### src/uart_window_quality_scorer_core_defines.svh
// ============================================================================
// UART window quality scorer assertion macros
// Shared assertion forms for the scorer modules.
// ============================================================================
`ifndef UART_WINDOW_QUALITY_SCORER_CORE_DEFINES_SVH
`define UART_WINDOW_QUALITY_SCORER_CORE_DEFINES_SVH

// The consequent must hold in the same cycle as the antecedent.
`define UWQS_ASSERT_SAME(label, clk, rst_n, ante, cons, msg) \
  label: assert property (@(posedge clk) disable iff (!rst_n) (ante) |-> (cons)) \
    else $error(msg);

// The consequent must hold in the cycle after the antecedent.
`define UWQS_ASSERT_NEXT(label, clk, rst_n, ante, cons, msg) \
  label: assert property (@(posedge clk) disable iff (!rst_n) (ante) |=> (cons)) \
    else $error(msg);

`endif

### src/uwqs_pkg.sv
// ============================================================================
// UART window quality scorer package
// Shared constants, action codes, command and status types, and helpers.
// ============================================================================
package uwqs_pkg;

  // Width of the internal event counters.
  localparam int COUNT_WIDTH = 24;
  // Divider working width: a count times 100 fits in COUNT_WIDTH + 7 bits.
  localparam int DIV_WIDTH   = COUNT_WIDTH + 7;
  // Quotients of both divisions stay below 128.
  localparam int QUO_WIDTH   = 7;
  localparam int STEP_WIDTH  = 3;
  localparam logic [STEP_WIDTH-1:0] STEP_FIRST = STEP_WIDTH'(QUO_WIDTH - 1);

  // Weighted sum width (at most 10000) and reciprocal of 100.
  localparam int SUM_WIDTH   = 14;
  localparam int RECIP_WIDTH = 13;
  localparam int RECIP_SHIFT = 19;
  localparam logic [RECIP_WIDTH-1:0] RECIP_100 = 13'd5243;
  localparam int PROD_WIDTH  = SUM_WIDTH + RECIP_WIDTH;

  localparam logic [6:0] PCT_SCALE    = 7'd100;
  localparam logic [6:0] CLEAN_WEIGHT = 7'd60;
  localparam logic [6:0] TEXT_WEIGHT  = 7'd40;
  localparam logic [6:0] TEXT_BONUS_T = 7'd70;
  localparam logic [7:0] NL_BONUS     = 8'd5;
  localparam logic [7:0] SCORE_MAX    = 8'd100;

  // Input action codes.
  localparam logic [2:0] ACT_START   = 3'd0;
  localparam logic [2:0] ACT_BYTE    = 3'd1;
  localparam logic [2:0] ACT_LINE_ER = 3'd2;
  localparam logic [2:0] ACT_OVERRUN = 3'd3;
  localparam logic [2:0] ACT_CLOSE   = 3'd4;

  // Commands from the controller to the datapath.
  typedef struct packed {
    logic upd;
    logic div_ld_pct;
    logic div_ld_err;
    logic div_step;
    logic pct_save;
    logic sum_calc;
    logic score_calc;
    logic out_load;
  } cmd_t;

  // Status from the datapath to the controller.
  typedef struct packed {
    logic div_last;
    logic out_busy;
  } status_t;

  // Printable ASCII, tab, LF or CR.
  function automatic logic is_text(input logic [7:0] b);
    is_text = (b >= 8'h20 && b <= 8'h7E) || b == 8'h09 || b == 8'h0A || b == 8'h0D;
  endfunction

  // Saturate a counter to 16 bits.
  function automatic logic [15:0] sat16(input logic [COUNT_WIDTH-1:0] c);
    sat16 = (|c[COUNT_WIDTH-1:16]) ? 16'hFFFF : c[15:0];
  endfunction

endpackage

### src/uwqs_ctrl.sv
// ============================================================================
// UART window quality scorer controller
// Sequences counter updates, the two divisions, scoring and the report.
// ============================================================================
`include "uart_window_quality_scorer_core_defines.svh"

module uwqs_ctrl (
  input  logic             clk_i,
  input  logic             rst_ni,
  input  logic             in_valid_i,
  output logic             in_stall_o,
  input  logic [2:0]       action_i,
  input  uwqs_pkg::status_t status_i,
  output uwqs_pkg::cmd_t   cmd_o
);
  import uwqs_pkg::*;

  localparam logic [2:0] S_IDLE   = 3'd0;
  localparam logic [2:0] S_PCT    = 3'd1;
  localparam logic [2:0] S_ERR_LD = 3'd2;
  localparam logic [2:0] S_ERR    = 3'd3;
  localparam logic [2:0] S_SUM    = 3'd4;
  localparam logic [2:0] S_SCORE  = 3'd5;
  localparam logic [2:0] S_OUT    = 3'd6;

  logic [2:0] state_q, state_d;
  logic       in_xact;

  // Items are taken only between reports.
  assign in_stall_o = (state_q != S_IDLE);
  assign in_xact    = in_valid_i && !in_stall_o;

  // Next state and command decode.
  always_comb begin
    state_d = state_q;
    cmd_o   = '0;
    case (state_q)
      S_IDLE: begin
        if (in_xact) begin
          if (action_i == ACT_CLOSE) begin
            cmd_o.div_ld_pct = 1'b1;
            state_d          = S_PCT;
          end else begin
            cmd_o.upd = 1'b1;
          end
        end
      end
      S_PCT: begin
        cmd_o.div_step = 1'b1;
        if (status_i.div_last) begin
          state_d = S_ERR_LD;
        end
      end
      S_ERR_LD: begin
        cmd_o.pct_save   = 1'b1;
        cmd_o.div_ld_err = 1'b1;
        state_d          = S_ERR;
      end
      S_ERR: begin
        cmd_o.div_step = 1'b1;
        if (status_i.div_last) begin
          state_d = S_SUM;
        end
      end
      S_SUM: begin
        cmd_o.sum_calc = 1'b1;
        state_d        = S_SCORE;
      end
      S_SCORE: begin
        cmd_o.score_calc = 1'b1;
        state_d          = S_OUT;
      end
      S_OUT: begin
        if (!status_i.out_busy) begin
          cmd_o.out_load = 1'b1;
          state_d        = S_IDLE;
        end
      end
      default: begin
        state_d = S_IDLE;
      end
    endcase
  end

  // State register.
  always_ff @(posedge clk_i or negedge rst_ni) begin
    if (!rst_ni) begin
      state_q <= S_IDLE;
    end else begin
      state_q <= state_d;
    end
  end

  `UWQS_ASSERT_NEXT(a_close_starts_div, clk_i, rst_ni,
    in_xact && action_i == ACT_CLOSE, state_q == S_PCT, "close did not start division")
  `UWQS_ASSERT_NEXT(a_err_div_to_sum, clk_i, rst_ni,
    state_q == S_ERR && status_i.div_last, state_q == S_SUM, "error division overran")
  `UWQS_ASSERT_NEXT(a_report_returns_idle, clk_i, rst_ni,
    state_q == S_OUT && !status_i.out_busy, state_q == S_IDLE, "report did not finish")

endmodule

### src/uwqs_datapath.sv
// ============================================================================
// UART window quality scorer datapath
// Window counters, shared restoring divider, score arithmetic, result register.
// ============================================================================
`include "uart_window_quality_scorer_core_defines.svh"

module uwqs_datapath (
  input  logic              clk_i,
  input  logic              rst_ni,
  input  uwqs_pkg::cmd_t    cmd_i,
  output uwqs_pkg::status_t status_o,
  input  logic [2:0]        action_i,
  input  logic [7:0]        rx_byte_i,
  output logic              out_valid_o,
  input  logic              out_stall_i,
  output logic [15:0]       bytes_seen_o,
  output logic [15:0]       errors_seen_o,
  output logic [15:0]       overruns_seen_o,
  output logic [6:0]        text_percent_o,
  output logic [6:0]        quality_score_o
);
  import uwqs_pkg::*;

  localparam logic [COUNT_WIDTH-1:0] COUNT_MAX = '1;

  logic [COUNT_WIDTH-1:0] byte_q, text_q, nl_q, err_q, ovr_q;
  logic [DIV_WIDTH-1:0]   rem_q, rem_d;
  logic [COUNT_WIDTH:0]   den_q, den_d;
  logic [QUO_WIDTH-1:0]   quo_q, quo_d;
  logic [STEP_WIDTH-1:0]  step_q, step_d;
  logic [DIV_WIDTH-1:0]   den_sh;
  logic [6:0]             pct_q;
  logic [SUM_WIDTH-1:0]   sum_q;
  logic [6:0]             score_q;
  logic [PROD_WIDTH-1:0]  prod;
  logic [7:0]             score_raw, score_bon;
  logic [6:0]             clean;
  logic                   out_valid_q;
  logic [15:0]            bytes_q, errors_q, ovrs_q;
  logic [6:0]             pct_out_q, score_out_q;
  logic                   win_empty;

  // Window counters, saturating at full scale.
  always_ff @(posedge clk_i or negedge rst_ni) begin
    if (!rst_ni) begin
      byte_q <= '0;
      text_q <= '0;
      nl_q   <= '0;
      err_q  <= '0;
      ovr_q  <= '0;
    end else if (cmd_i.upd) begin
      case (action_i)
        ACT_START: begin
          byte_q <= '0;
          text_q <= '0;
          nl_q   <= '0;
          err_q  <= '0;
          ovr_q  <= '0;
        end
        ACT_BYTE: begin
          if (byte_q != COUNT_MAX) begin
            byte_q <= byte_q + 1'b1;
          end
          if (is_text(rx_byte_i) && text_q != COUNT_MAX) begin
            text_q <= text_q + 1'b1;
          end
          if (rx_byte_i == 8'h0A && nl_q != COUNT_MAX) begin
            nl_q <= nl_q + 1'b1;
          end
        end
        ACT_LINE_ER: begin
          if (err_q != COUNT_MAX) begin
            err_q <= err_q + 1'b1;
          end
        end
        ACT_OVERRUN: begin
          if (ovr_q != COUNT_MAX) begin
            ovr_q <= ovr_q + 1'b1;
          end
        end
        default: begin
        end
      endcase
    end
  end

  // Restoring divider: one quotient bit per cycle, most significant first.
  assign den_sh = {{(DIV_WIDTH-COUNT_WIDTH-1){1'b0}}, den_q} << step_q;

  always_comb begin
    rem_d  = rem_q;
    den_d  = den_q;
    quo_d  = quo_q;
    step_d = step_q;
    if (cmd_i.div_ld_pct) begin
      rem_d  = {{(DIV_WIDTH-COUNT_WIDTH){1'b0}}, text_q} * DIV_WIDTH'(PCT_SCALE);
      den_d  = {1'b0, byte_q};
      quo_d  = '0;
      step_d = STEP_FIRST;
    end else if (cmd_i.div_ld_err) begin
      rem_d  = {{(DIV_WIDTH-COUNT_WIDTH){1'b0}}, err_q} * DIV_WIDTH'(PCT_SCALE);
      den_d  = {1'b0, byte_q} + {1'b0, err_q};
      quo_d  = '0;
      step_d = STEP_FIRST;
    end else if (cmd_i.div_step) begin
      if (rem_q >= den_sh) begin
        rem_d         = rem_q - den_sh;
        quo_d[step_q] = 1'b1;
      end
      step_d = step_q - 1'b1;
    end
  end

  always_ff @(posedge clk_i) begin
    rem_q  <= rem_d;
    den_q  <= den_d;
    quo_q  <= quo_d;
    step_q <= step_d;
  end

  assign status_o.div_last = (step_q == '0);

  // Weighted blend of cleanliness and printability.
  assign clean = PCT_SCALE - quo_q;

  always_ff @(posedge clk_i) begin
    if (cmd_i.pct_save) begin
      pct_q <= quo_q;
    end
    if (cmd_i.sum_calc) begin
      sum_q <= SUM_WIDTH'(clean) * SUM_WIDTH'(CLEAN_WEIGHT)
             + SUM_WIDTH'(pct_q) * SUM_WIDTH'(TEXT_WEIGHT);
    end
    if (cmd_i.score_calc) begin
      score_q <= (score_bon > SCORE_MAX) ? SCORE_MAX[6:0] : score_bon[6:0];
    end
  end

  // Divide the blend by 100 through a reciprocal, then add the newline bonus.
  assign prod      = PROD_WIDTH'(sum_q) * PROD_WIDTH'(RECIP_100);
  assign score_raw = prod[RECIP_SHIFT+7:RECIP_SHIFT];
  assign score_bon = (nl_q != '0 && pct_q > TEXT_BONUS_T) ? score_raw + NL_BONUS
                                                          : score_raw;

  assign win_empty = (byte_q == '0);

  // Result register; a held result waits while the sink stalls.
  assign status_o.out_busy = out_valid_q && out_stall_i;

  always_ff @(posedge clk_i or negedge rst_ni) begin
    if (!rst_ni) begin
      out_valid_q <= 1'b0;
    end else if (cmd_i.out_load) begin
      out_valid_q <= 1'b1;
    end else if (!out_stall_i) begin
      out_valid_q <= 1'b0;
    end
  end

  always_ff @(posedge clk_i) begin
    if (cmd_i.out_load) begin
      bytes_q     <= sat16(byte_q);
      errors_q    <= sat16(err_q);
      ovrs_q      <= sat16(ovr_q);
      pct_out_q   <= win_empty ? '0 : pct_q;
      score_out_q <= win_empty ? '0 : score_q;
    end
  end

  assign out_valid_o     = out_valid_q;
  assign bytes_seen_o    = bytes_q;
  assign errors_seen_o   = errors_q;
  assign overruns_seen_o = ovrs_q;
  assign text_percent_o  = pct_out_q;
  assign quality_score_o = score_out_q;

  `UWQS_ASSERT_SAME(a_count_order, clk_i, rst_ni,
    1'b1, text_q <= byte_q && nl_q <= text_q, "text or newline count exceeds bytes")
  `UWQS_ASSERT_SAME(a_quotient_range, clk_i, rst_ni,
    cmd_i.sum_calc && !win_empty, quo_q <= PCT_SCALE && pct_q <= PCT_SCALE,
    "percentage out of range")
  `UWQS_ASSERT_NEXT(a_load_shows_result, clk_i, rst_ni,
    cmd_i.out_load, out_valid_q && score_out_q <= SCORE_MAX[6:0],
    "loaded result missing or out of range")

endmodule

### src/uart_window_quality_scorer_core.sv
// Operation: a start, byte, error or overrun transaction is absorbed into the counts.
// A close starts a report: two 7-step divisions on one shared restoring divider,
// a divisor load, a blend, a scaling step and the load of the result register.
// Throughput: 1 counting item per cycle while no report is in progress; a close holds off
// all new items until its report is loaded; that load waits while the output is stalled.
// Reset: all window counts clear to zero and no result is pending.
// ============================================================================
// UART window quality scorer core
// Counts UART receive events over a window and reports a quality score.
// ============================================================================
module uart_window_quality_scorer_core (
  input  logic        clk_i,
  input  logic        rst_ni,
  input  logic        in_valid_i,
  output logic        in_stall_o,
  input  logic [2:0]  action_i,
  input  logic [7:0]  rx_byte_i,
  output logic        out_valid_o,
  input  logic        out_stall_i,
  output logic [15:0] bytes_seen_o,
  output logic [15:0] errors_seen_o,
  output logic [15:0] overruns_seen_o,
  output logic [6:0]  text_percent_o,
  output logic [6:0]  quality_score_o
);
  import uwqs_pkg::*;

  cmd_t    cmd;
  status_t status;

  // Sequencer.
  uwqs_ctrl u_ctrl (
    .clk_i      (clk_i),
    .rst_ni     (rst_ni),
    .in_valid_i (in_valid_i),
    .in_stall_o (in_stall_o),
    .action_i   (action_i),
    .status_i   (status),
    .cmd_o      (cmd)
  );

  // Counters, divider and result register.
  uwqs_datapath u_datapath (
    .clk_i           (clk_i),
    .rst_ni          (rst_ni),
    .cmd_i           (cmd),
    .status_o        (status),
    .action_i        (action_i),
    .rx_byte_i       (rx_byte_i),
    .out_valid_o     (out_valid_o),
    .out_stall_i     (out_stall_i),
    .bytes_seen_o    (bytes_seen_o),
    .errors_seen_o   (errors_seen_o),
    .overruns_seen_o (overruns_seen_o),
    .text_percent_o  (text_percent_o),
    .quality_score_o (quality_score_o)
  );

endmodule

### config.mk
export PLATFORM = sky130hd
export DESIGN_NAME = uart_window_quality_scorer_core
export DESIGN_NICKNAME = d
export VERILOG_FILES = /design/src/uwqs_pkg.sv /design/src/uwqs_ctrl.sv /design/src/uwqs_datapath.sv /design/src/uart_window_quality_scorer_core.sv
export VERILOG_INCLUDE_DIRS = /design/src /design/src/src
export SDC_FILE = /design/constraint.sdc
export NUM_CORES = 1
export LEC_CHECK = 0
export BUFFER_PORTS_ARGS = -buffer_cell sky130_fd_sc_hd__clkbuf_2
export CAP_MARGIN = 0
export CELL_PAD_IN_SITES_DETAIL_PLACEMENT = 0
export CELL_PAD_IN_SITES_GLOBAL_PLACEMENT = 1
export CORE_MARGIN = 2
export CORE_UTILIZATION = 46
export CTS_CLUSTER_SIZE = 20
export DETAILED_ROUTE_END_ITERATION = 7
export MAX_ROUTING_LAYER = met4
export PLACE_DENSITY = 0.81
export REMOVE_ABC_BUFFERS = 1
export SYNTH_ARGS = -nofsm -noshare
export SYNTH_HDL_FRONTEND = slang
export SYNTH_HIERARCHICAL = 1
export SYNTH_SLANG_ARGS = --single-unit
export TNS_END_PERCENT = 100
### constraint.sdc
create_clock -name clk_i -period 6.71 [get_ports clk_i]
set_clock_uncertainty 0.15 [all_clocks]
set_input_delay 1.0065 -clock clk_i [delete_from_list [all_inputs] [get_ports clk_i]]
set_output_delay 1.0065 -clock clk_i [all_outputs]
set_load 0.005 [all_outputs]
==> flow_metrics.env <==
export IMPL_worstReg2RegStart="u_datapath/sum_q[10]$_DFFE_PP_"
export IMPL_synth_compound_area_share_pct=12.69
export IMPL_layout_common_cells="inv_1 (354), ha_1 (339), nor2_1 (214)"
export IMPL_grt_util_all_layers_pct=23.04
export IMPL_netlist_instances=2648
export IMPL_path_class="flip-flop to flip-flop"
export IMPL_status="complete, no violations"
export IMPL_nFillCells=4917
export IMPL_area_growth_pct=10.50
export IMPL_synth_seq_cells=278
export IMPL_final_nets=3201
export IMPL_clk_latency_ps=560
export IMPL_grt_pass1_vias=18790
export IMPL_dr_pass1_iters=5
export IMPL_min_path_type="input pin to asynchronous set/reset pin"
export IMPL_fin_ws_ps=255.6
export IMPL_yosys_warnings=6
export IMPL_synth_area_mux_share_pct=2.598
export IMPL_min_period_ps=6454
export IMPL_clkSinkCount=278
export IMPL_pre_cts_ws_ps=-44.37
export IMPL_io_pin_count=79
export IMPL_htree_levels=2
export IMPL_setup_violations=0
export IMPL_cp_start_kind="flip-flop"
export IMPL_cap_violations=0
export IMPL_place_hpwl_um=49330
export IMPL_initial_core_util_pct=46.62
export IMPL_synth_simple_area_share_pct=15.16
export IMPL_numPortBuffers=78
export IMPL_hold_buffers=0
export IMPL_grt_max_degree=96
export IMPL_dieArea_mm2=0.05653
export IMPL_drt_iter0_markers=1252
export IMPL_synthFlopType="edfxtp_1"
export IMPL_synth_async_sr_flop_share_pct=44.60
export IMPL_synth_edf_count=141
export IMPL_synth_cell_types=102
export IMPL_path_cells="buf_4 -> fa_1 -> ha_1 -> fa_1 -> fa_1 -> inv_1 -> fa_1 -> inv_1 -> ha_1 -> a21oi_1 -> o21ai_1 -> or3_1 -> nand3_1 -> nor3_4 -> ha_2 -> nor2_2 -> and2b_2 -> mux2_2 -> a2111oi_4 -> nor4_4 -> a31oi_1 -> o311ai_2 -> and3_1"
export IMPL_rows=85
export IMPL_crit_top_cell="fa_1"
export IMPL_grt_pass1_wl_um=100200
export IMPL_syn_area_per_cell_um2=9.493
export IMPL_post_route_period_util_pct=96.19
export IMPL_maxSlewHeadroom_pct=29.44
export IMPL_critPathMaxFanout=5
export IMPL_slew_viol_final=0
export IMPL_vias=19000
export IMPL_fmax_mhz=154.9
export IMPL_cp_required_ps=6870
export IMPL_final_util_pct=51.51
export IMPL_cts_tree="done"
export IMPL_fin_tns_setup_ps=0
export IMPL_drc=0
export IMPL_critPathMaxStageDelay_ps=540
export IMPL_antenna_found_initial=0
export IMPL_clkTransAtPathRegs_ps=60
export IMPL_die_h_um=237.8
export IMPL_layout_drive_gt1_share_pct=10.40
export IMPL_place_gp_congestion=0.9204
export IMPL_hold_violations=0
export IMPL_n_antenna_cell=0
export IMPL_vias_per_cell=5.485
export IMPL_coreArea_mm2=0.05392
export IMPL_synthAdderAreaFrac_pct=25.33
export IMPL_fp_dieW_um=237.8
export IMPL_ant_nets=0
export IMPL_worst_pin_slew_ps=1049
export IMPL_cp_arrival_ps=6620
export IMPL_synth_xor_area_share_pct=7.596
export IMPL_wirelength_um=62380
export IMPL_cts_buffers=37
export IMPL_final_common_cell="inv_1"
export IMPL_clockBufferDepth=3
export IMPL_synth_top_family_by_area="adder cells"
export IMPL_crit_start="u_datapath/sum_q[10]$_DFFE_PP_"
export IMPL_overflow=0
export IMPL_synth_area_mm2=0.02514
export IMPL_wl_per_cell_um=18.01
export IMPL_cts_root_buf="clkbuf_16"
export IMPL_end_kind="flip-flop"
export IMPL_slowest_stage="fa_1"
export IMPL_ys_seq_area_share_pct=30.22
[cell type report]
| type | count | area [µm²] | share of cell area, % |
|---|---|---|---|
| clock inverter | 17 | 217.7 | 0.7838 |
| inverter | 358 | 1344 | 4.838 |
| clock buffer | 51 | 1040 | 3.743 |
| timing repair buffer | 114 | 666.9 | 2.401 |
| sequential | 278 | 7597 | 27.35 |
| tap | 696 | 870.8 | 3.135 |
| multi-input combinational | 1950 | 16040 | 57.75 |
[timing repair]
| item | CTS | global route |
|---|---|---|
| buffers inserted | 0 | 6 |
| gates resized for setup | 1 | 12 |
| hold endpoints to repair | 0 | 0 |
| pin swaps | 0 | 10 |
| setup endpoints to repair | 1 | 4 |
[sequential cells by signal, indices dropped and copies added (netlist names), 12 cells and up]
name                        count
u_datapath/sum_q               12
u_datapath/text_q              24
u_datapath/nl_q                24
u_datapath/byte_q              24
u_datapath/ovr_q               24
u_datapath/bytes_seen_o        16
u_datapath/den_q               25
u_datapath/errors_seen_o       16
u_datapath/overruns_seen_o     16
u_datapath/err_q               24
u_datapath/rem_q               31
[Yosys cell counts (all sizes together) (4+ instances only)]
master,count,share of area (%)
nand2b,31,0.77
a211oi,20,0.71
o21a,18,0.54
edfxtp,141,17
or3,25,0.62
ha,344,17
a2111oi,8,0.51
inv,357,5.3
a21oi,161,3.3
xor2,95,3.3
o41ai,4,0.20
a221oi,15,0.52
or2,35,0.87
fa,103,8.2
and3,29,0.75
nand3,84,1.7
dfrtp,124,12
mux4,14,1.3
nor3,45,1.0
o211ai,5,0.17
mux2,6,0.27
nor4,20,0.58
nor4b,4,0.14
o31ai,8,0.24
a211o,4,0.14
nand2,160,2.4
clkbuf,50,0.79
nor3b,5,0.15
xnor2,123,4.3
nor2,219,3.3
a21boi,5,0.21
o21ai,108,2.2
o21bai,21,0.63
and2,14,0.36
a31oi,16,0.48
a22oi,4,0.12
o211a,4,0.16
and4,18,0.63
nor2b,36,0.93
dfxtp,13,1.0
a21o,47,1.4
mux2i,27,1.1
nand4,30,0.75
buf,11,0.22
[stage by stage]
step                      area (µm²)  cells  hold slack, ps
after detailed placement       26390   3390           335.7
after global routing           27780   3464           381.3
final                          27780   3464           308.1
after global placement         26390   3390           316.2
after CTS                      27660   3458           347.1
after floorplan                24870   2586           300.7
[worst max-delay path, delay by kind of cell, from the launching register on]
kind / cells / cell delay (ps)
AOI/OAI and AO/OA: 5 / 1020
and+or+nand+nor: 7 / 1210
adders and majority gates: 7 / 2830
muxes: 1 / 280
buffers and inverters: 3 / 290
DFF: 1 / 430
[kinds of logic after synthesis]
| kind of cell | count (synthesis) |
|---|---|
| mux | 47 |
| compound gates | 477 |
| simple gates | 761 |
| fa+ha+maj | 447 |
| buf+inv | 420 |
| xor+xnor | 218 |
| flops | 278 |
[routing by layer]
| metal | up-vias | wire length (µm) | global-route usage, % |
|---|---|---|---|
| met5 | - | 0 | - |
| met4 | 0 | 1662 | 6.766 |
| met3 | 85 | 2572 | 2.578 |
| met2 | 376 | 29490 | 37.12 |
| met1 | 9187 | 28660 | 30.71 |
| li1 | 9353 | - | - |
[worst paths after layout]
check	to	depth (start not counted)	slack, ps
worst max-delay path	u_datapath/score_q[1]$_SDFFCE_PN0P_	23	260
worst max register to register	u_datapath/score_q[1]$_SDFFCE_PN0P_	23	260
min in group clk_i	u_datapath/rem_q[0]$_SDFFE_PP0P_	2	350
worst min register to register	u_datapath/rem_q[0]$_SDFFE_PP0P_	2	350
max in group asynchronous	u_ctrl/state_q[0]$_DFFE_PN0P_	2	4830
worst min-delay path	u_datapath/text_q[17]$_DFFE_PN0P_	1	310
Power is not shown: default switching activity piles up to over one toggle a cycle in this logic, so the estimate is an artifact.
